### config.mk
export PLATFORM = sky130hd
export DESIGN_NAME = cats_front_flat
export DESIGN_NICKNAME = d
export VERILOG_FILES = /design/src/hdl/cats_pkg.sv /design/src/hdl/cats_item_if.sv /design/src/hdl/cats_front.sv /design/src/flat_wrapper.sv
export SDC_FILE = /design/constraint.sdc
export NUM_CORES = 1
export LEC_CHECK = 0
export ABC_AREA = 0
export BUFFER_PORTS_ARGS = -buffer_cell sky130_fd_sc_hd__buf_2
export CAP_MARGIN = 0
export CORE_UTILIZATION = 57
export CTS_CLUSTER_SIZE = 8
export DETAILED_ROUTE_END_ITERATION = 8
export GPL_TIMING_DRIVEN = 0
export PLACE_DENSITY = 0.83
export SYNTH_ARGS = -nofsm -noshare
export SYNTH_HDL_FRONTEND = slang
export SYNTH_SLANG_ARGS = --single-unit
### constraint.sdc
create_clock -name clk -period 7.8 [get_ports clk]
set_input_delay 1.17 -clock clk [delete_from_list [all_inputs] [get_ports clk]]
set_output_delay 1.17 -clock clk [all_outputs]
set_load 0.05 [all_outputs]
### src/hdl/cats_pkg.sv
// Shared types, constants and tables of the angle, depth and energy sampler.
`default_nettype none
package cats_pkg;

  localparam int ZENITH_BINS_DEF  = 90;
  localparam int AZIMUTH_BINS_DEF = 360;
  localparam int ENERGY_BINS_DEF  = 121;
  localparam int DEPTH_BINS_DEF   = 62;
  localparam int COS_BINS_DEF     = 51;

  localparam int QUEUE_DEPTH  = 4;
  localparam int CORDIC_STEPS = 16;
  localparam int CORDIC_GAIN  = 652032874;
  localparam int DEG_Q16      = 65536;

  localparam logic [1:0] REG_THETA_START = 2'd0;
  localparam logic [1:0] REG_PHI_START   = 2'd1;
  localparam logic [1:0] REG_ROCK_DENS   = 2'd2;

  localparam logic [8:0] ROCK_DENS_RESET = 9'd270;

  typedef enum logic [1:0] {
    OP_SAMPLE    = 2'd0,
    OP_WR_ANGLE  = 2'd1,
    OP_WR_DEPTH  = 2'd2,
    OP_WR_ENERGY = 2'd3
  } op_t;

  typedef struct packed {
    op_t         op;
    logic        wr_ok;
    logic [18:0] table_index;
    logic [31:0] table_value;
    logic [31:0] rand_bin;
    logic [31:0] rand_theta;
    logic [31:0] rand_phi;
    logic [31:0] rand_energy;
    logic [31:0] rand_log;
  } word_t;

  typedef struct packed {
    logic  valid;
    word_t word;
  } head_t;

  typedef struct packed {
    logic [6:0] theta_start;
    logic [8:0] phi_start;
    logic [8:0] rock_density_centi;
  } cfg_t;

  function automatic logic [21:0] cordic_atan(input logic [3:0] k);
    logic [21:0] v;
    case (k)
      4'd0:    v = 22'd2949120;
      4'd1:    v = 22'd1740967;
      4'd2:    v = 22'd919879;
      4'd3:    v = 22'd466945;
      4'd4:    v = 22'd234379;
      4'd5:    v = 22'd117304;
      4'd6:    v = 22'd58666;
      4'd7:    v = 22'd29334;
      4'd8:    v = 22'd14668;
      4'd9:    v = 22'd7334;
      4'd10:   v = 22'd3667;
      4'd11:   v = 22'd1833;
      4'd12:   v = 22'd917;
      4'd13:   v = 22'd458;
      4'd14:   v = 22'd229;
      default: v = 22'd115;
    endcase
    return v;
  endfunction

endpackage
`default_nettype wire

### src/hdl/cats_item_if.sv
// Input channel carrying sample and table write words.
`default_nettype none
interface cats_item_if;
  logic        valid;
  logic        ready;
  logic [1:0]  req_type;
  logic [18:0] table_index;
  logic [31:0] table_value;
  logic [31:0] rand_bin;
  logic [31:0] rand_theta;
  logic [31:0] rand_phi;
  logic [31:0] rand_energy;
  logic [31:0] rand_log;

  modport source (output valid, req_type, table_index, table_value, rand_bin, rand_theta,
                  rand_phi, rand_energy, rand_log, input ready);
  modport sink (input valid, req_type, table_index, table_value, rand_bin, rand_theta,
                rand_phi, rand_energy, rand_log, output ready);
endinterface
`default_nettype wire

### src/hdl/cats_front.sv
// Front end: accepts input words, classifies them and queues them for the back end.
`default_nettype none
module cats_front import cats_pkg::*; #(
  parameter int ZENITH_BINS  = ZENITH_BINS_DEF,
  parameter int AZIMUTH_BINS = AZIMUTH_BINS_DEF,
  parameter int ENERGY_BINS  = ENERGY_BINS_DEF,
  parameter int DEPTH_BINS   = DEPTH_BINS_DEF,
  parameter int COS_BINS     = COS_BINS_DEF
) (
  input  wire logic   clk,
  input  wire logic   rst,
  cats_item_if.sink   item,
  output head_t       head,
  input  wire logic   pop
);

  localparam int ANG_SIZE = ZENITH_BINS * AZIMUTH_BINS + 1;
  localparam int DEP_SIZE = (ZENITH_BINS + 1) * AZIMUTH_BINS;
  localparam int EN_SIZE  = COS_BINS * DEPTH_BINS * ENERGY_BINS;
  localparam int QW       = $clog2(QUEUE_DEPTH);

  word_t        queue [QUEUE_DEPTH];
  logic [QW-1:0] wr_ptr;
  logic [QW-1:0] rd_ptr;
  logic [QW:0]   count;
  logic          push;
  word_t         incoming;

  assign item.ready = (count != (QW+1)'(QUEUE_DEPTH));
  assign push       = item.valid && item.ready;

  always_comb begin
    incoming.op          = op_t'(item.req_type);
    incoming.table_index = item.table_index;
    incoming.table_value = item.table_value;
    incoming.rand_bin    = item.rand_bin;
    incoming.rand_theta  = item.rand_theta;
    incoming.rand_phi    = item.rand_phi;
    incoming.rand_energy = item.rand_energy;
    incoming.rand_log    = item.rand_log;
    case (incoming.op)
      OP_WR_ANGLE:  incoming.wr_ok = 32'(item.table_index) < 32'(ANG_SIZE);
      OP_WR_DEPTH:  incoming.wr_ok = 32'(item.table_index) < 32'(DEP_SIZE);
      OP_WR_ENERGY: incoming.wr_ok = 32'(item.table_index) < 32'(EN_SIZE);
      default:      incoming.wr_ok = 1'b0;
    endcase
  end

  always_ff @(posedge clk) begin
    if (push) begin
      queue[wr_ptr] <= incoming;
    end
  end

  always_ff @(posedge clk) begin
    if (rst) begin
      wr_ptr <= '0;
      rd_ptr <= '0;
      count  <= '0;
    end else begin
      if (push) begin
        wr_ptr <= wr_ptr + 1'b1;
      end
      if (pop) begin
        rd_ptr <= rd_ptr + 1'b1;
      end
      count <= count + (QW+1)'(push) - (QW+1)'(pop);
    end
  end

  assign head.valid = (count != '0);
  assign head.word  = queue[rd_ptr];

endmodule
`default_nettype wire

### src/flat_wrapper.sv
// flat-port wrapper written by rule: the top's interface ports become plain ports
module cats_front_flat import cats_pkg::*;
#(
  parameter int ZENITH_BINS  = ZENITH_BINS_DEF,
  parameter int AZIMUTH_BINS = AZIMUTH_BINS_DEF,
  parameter int ENERGY_BINS  = ENERGY_BINS_DEF,
  parameter int DEPTH_BINS   = DEPTH_BINS_DEF,
  parameter int COS_BINS     = COS_BINS_DEF
)
  (clk, rst, head, pop, item_valid, item_req_type, item_table_index, item_table_value, item_rand_bin, item_rand_theta, item_rand_phi, item_rand_energy, item_rand_log, item_ready);
  cats_item_if item_i ();
  input  wire logic clk;
  input  wire logic rst;
  output head_t head;
  input  wire logic pop;
  input wire logic [$bits(item_i.valid)-1:0] item_valid;
  input wire logic [$bits(item_i.req_type)-1:0] item_req_type;
  input wire logic [$bits(item_i.table_index)-1:0] item_table_index;
  input wire logic [$bits(item_i.table_value)-1:0] item_table_value;
  input wire logic [$bits(item_i.rand_bin)-1:0] item_rand_bin;
  input wire logic [$bits(item_i.rand_theta)-1:0] item_rand_theta;
  input wire logic [$bits(item_i.rand_phi)-1:0] item_rand_phi;
  input wire logic [$bits(item_i.rand_energy)-1:0] item_rand_energy;
  input wire logic [$bits(item_i.rand_log)-1:0] item_rand_log;
  output wire logic [$bits(item_i.ready)-1:0] item_ready;
  assign item_i.valid = item_valid;
  assign item_i.req_type = item_req_type;
  assign item_i.table_index = item_table_index;
  assign item_i.table_value = item_table_value;
  assign item_i.rand_bin = item_rand_bin;
  assign item_i.rand_theta = item_rand_theta;
  assign item_i.rand_phi = item_rand_phi;
  assign item_i.rand_energy = item_rand_energy;
  assign item_i.rand_log = item_rand_log;
  assign item_ready = item_i.ready;
  cats_front #(.ZENITH_BINS(ZENITH_BINS), .AZIMUTH_BINS(AZIMUTH_BINS), .ENERGY_BINS(ENERGY_BINS), .DEPTH_BINS(DEPTH_BINS), .COS_BINS(COS_BINS)) u_core (.clk(clk), .rst(rst), .item(item_i), .head(head), .pop(pop));
endmodule
# Yosys cells after proc, flatten, opt, wreduce, memory -nomap -nowiden
# Memory sizes are Yosys's and may differ from the RTL's. A register that Yosys moved wholly into a read port is not among the register bits.
# Index checks and enable logic that the tools add are counted.
# totals
n_memories,1
mem_bits_rw,856
inputBits,217
output_inout_bits,216
register_bits,7
# classes
mux,5
n_addsub,4
n_reduce_logical,2
magnitude_cmp,3
eq_ne,4
# mem_list
memory,depth,width,rd,rd_ports_with_merged_regs,write_ports,line,rtl
u_core.queue,4,214,1,1,1,cats_front.sv:22,word_t queue [QUEUE_DEPTH];
# ops
op,count
"less-than comparator 19 x 15 -> 1 bit, second input constant",2
"less-than comparator 19 bit, second input constant",1
"adder 2 x 1 -> 2 bit, second input constant",2
"equality test 2 bit, second input constant",2
two-way mux 2 bit,2
adder 3 x 1 -> 3 bit,1
"inequality test 3 bit, second input constant",1
case mux 1 bit (3 select lines),1
nonzero test 3 bit,1
subtractor 3 x 1 -> 3 bit,1
"equality test 2 x 1 -> 1 bit, second input constant",1
two-way mux 1 bit,2
logical AND 1 bit,1

# Logic depth before layout (Yosys ltp)
# depth
ltp_word,4
ltp_mapped,9
mapped_depth_nobuf,9

# Worst setup path before layout
# OpenSTA, ideal clock, no wires.
# synth_timing
path_type,input -> register
from,in item_valid
to,"mem u_core.queue[1][0] (netlist bit), enable pin"
arrival_time_ns,6.359
stages,2
path_slack_ns,0.840
path_buffers,0
cell_sequence,a21boi_2 -> and2_1
# synth_between
elab_chain_len,3
# synth_rtl
element,line,rtl
"start, declared",flat_wrapper.sv:16,input wire logic [$bits(item_i.valid)-1:0] item_valid;
logical AND 1 bit,cats_front.sv:30,assign push = item.valid && item.ready;
two-way mux 1 bit,cats_front.sv:50,if (push) begin
two-way mux 1 bit (implied by the code),cats_front.sv:51,queue[wr_ptr] <= incoming;
"end, declared",cats_front.sv:22,
# No other way between the ends.

==> results.json <==
{
  "yosysTopAreaCell": "edfxtp_1",
  "cts.sinks": 865,
  "async_flop_share_pct": 0,
  "first_pass_iters": 5,
  "path_class": "reg2out",
  "grt_usage_pct": 24.65,
  "dp_cells": 2331,
  "max_freq_mhz": 237.1,
  "initial_utilization_pct": 58.23,
  "crit_path_start_kind": "register",
  "cts_tree": "yes",
  "route.detailed.drc": 0,
  "fin_skew_ps": 38.23,
  "antenna_found_initial": 17,
  "hp-class": "reg2reg",
  "period_needed_ps": 4217,
  "setup_viol": 0,
  "final_cell_mix": "856 x edfxtp_1, 454 x buf_2, 186 x mux4_2, 121 x clkbuf_16, 36 x clkbuf_1",
  "slew_viol_final": 0,
  "final_common_cell": "edfxtp_1",
  "gp_congestion": 0.7547,
  "worst_slack_ps": 3583,
  "io_buffers": 431,
  "clock_path_buffers": 3,
  "drt_iter0_drc": 1151,
  "yosysTopAreaCellShare_pct": 81.38,
  "ys_types": 34,
  "nets": 1979,
  "hold_viol_final": 0,
  "ctsResizeCount": 0,
  "crit_required_ps": 6630,
  "core_area_mm2": 0.05424,
  "dp_hpwl_um": 40220,
  "htreeDepth": 3,
  "total_power_mw": 12.90,
  "die-area_mm2": 0.05636,
  "die-width_um": 237.4,
  "period_share_pct": 54.06,
  "grt_pass1_wl_um": 100800,
  "crit_path_end_kind": "output pin",
  "ant_nets": 0,
  "synth_cells": 1189,
  "std_cell_rows": 85,
  "netlist_area_mm2": 0.03159,
  "path_max_fanout": 10,
  "detail_route.wirelength_um": 69150,
  "worstPathArrival_ps": 3050,
  "grt_pass1_vias": 16230,
  "finalSetupTns_ps": 0,
  "rrSetupSlack_ps": 4910,
  "grt_max_degree": 60,
  "cts-root-buf": "clkbuf_16",
  "status": "finished, final reports clean",
  "synth.net_count": 1413,
  "synth-seq-cells": 865,
  "max_cap_viol_count": 0,
  "fin_util_pct": 70.65,
  "synth_edf_count": 856,
  "seq_area_frac_synth_pct": 81.95,
  "holdBufCountCts": 0,
  "syn2layout_area_growth_pct": 21.32,
  "p_leak_nw": 13.05,
  "avgSynthCellArea_um2": 26.56,
  "clkSlewWorstSetupHoldPaths_ps": 50,
  "slew_headroom_pct": 39.16,
  "dieHeight_um": 237.4,
  "pre_cts_slack_ps": 4183,
  "globalRouteOverflowTotal": 0,
  "worst_pin_slew_ps": 912.6,
  "vias_per_cell": 6.036,
  "ys_warn_count": 0,
  "io-pin-count": 433,
  "synth_ff_type": "edfxtp_1",
  "synth_area_leaders": "edfxtp_1 81%, mux4_2 13%, mux4_1 2.3%",
  "drive_above_1_share_pct": 45.00,
  "clk_latency_ps": 660,
  "num_vias": 15060,
  "post_cts_buffers": 0,
  "post_drt_wl_per_cell_um": 27.71,
  "rsz0062_at_grt": "no",
  "vdd_drop_max_mv": 0.3170,
  "numCtsBuffers": 118,
  "final_cells": 2495,
  "powerDensity_mw_per_mm2": 336.6
}
[flip-flops by register name, indices dropped and copies added, names as in the netlist, named ones only]
signal         flops
u_core.count       3
u_core.queue     856
u_core.rd_ptr      2
u_core.wr_ptr      2
[cells in the mapped netlist (2+ instances only)]
cell type / count
nor2_1: 12
nor4_1: 2
xor2_1: 2
buf_6: 17
mux4_2: 186
a21oi_1: 2
xnor2_1: 3
edfxtp_1: 856
buf_8: 2
nor2b_1: 2
buf_2: 23
ha_1: 6
nand2_1: 4
mux4_1: 28
clkbuf_1: 7
and2_1: 5
o21ai_0: 2
inv_1: 5
dfxtp_1: 9
nand4_1: 2
[area by class of cell]
class	instances	area, µm²
fillers	3031	15920
multi-input cells	270	5329
clock buffers	151	3151
flip-flops and latches	865	25880
well taps	696	870.8
inverters	5	18.77
repair buffers	446	2562
diodes	8	20.02
clock inverters	5	118.9
plain buffers	49	362.8
[per-layer routing]
metal | wire (µm) | track usage, % | share of wire [%]
met1 | 25190 | 30.06 | 36
met2 | 35900 | 41.58 | 52
met3 | 5661 | 7.165 | 8.2
met4 | 2299 | 10.13 | 3.3
met5 | 102 | 0.08658 | 0.15
[report_power, final]
group / switching (mW) / internal, mW
Combinational: 1.80 / 0.700
Sequential: 0.133 / 5.70
Clock: 1.78 / 2.80
[cells by family after synthesis]
logic type,after synthesis,synth area share (%)
and+or+nand+nor,32,0.5229
xor gates and xnor gates,5,0.1387
DFF,865,81.95
buffers and inverters,54,1.208
adders and majority gates,7,0.3011
AOI/OAI and AO/OA,11,0.2536
muxes,215,15.62
[worst paths after layout]
kind	startpoint	end	depth (start not counted)
hold / removal	u_core.rd_ptr[1]	u_core.rd_ptr[1]	2
setup / recovery	register	head[113]	5
hold reg to reg	u_core.rd_ptr[1]	u_core.rd_ptr[1]	2
setup reg to reg	u_core.count[1]	u_core.queue[2][151]	5
[worst max-delay path, stage by stage, from the launching register on]
cell      delay, ps
dfxtp_1         300
buf_2           210
clkbuf_1        710
buf_2           520
mux4_2          380
buf_2           250
[through the flow]
step / cell area (µm²) / hold WS, ps
5_1_grt: 38310 / 587.4
4_1_cts: 38300 / 546.1
3_5_place_dp: 35030 / 520.9
3_3_place_gp: 34610 / 505.7
2_1_floorplan: 31590 / 484.7
6_report: 38320 / 539.4
No activity file was read; power rests on OpenSTA's default activity.
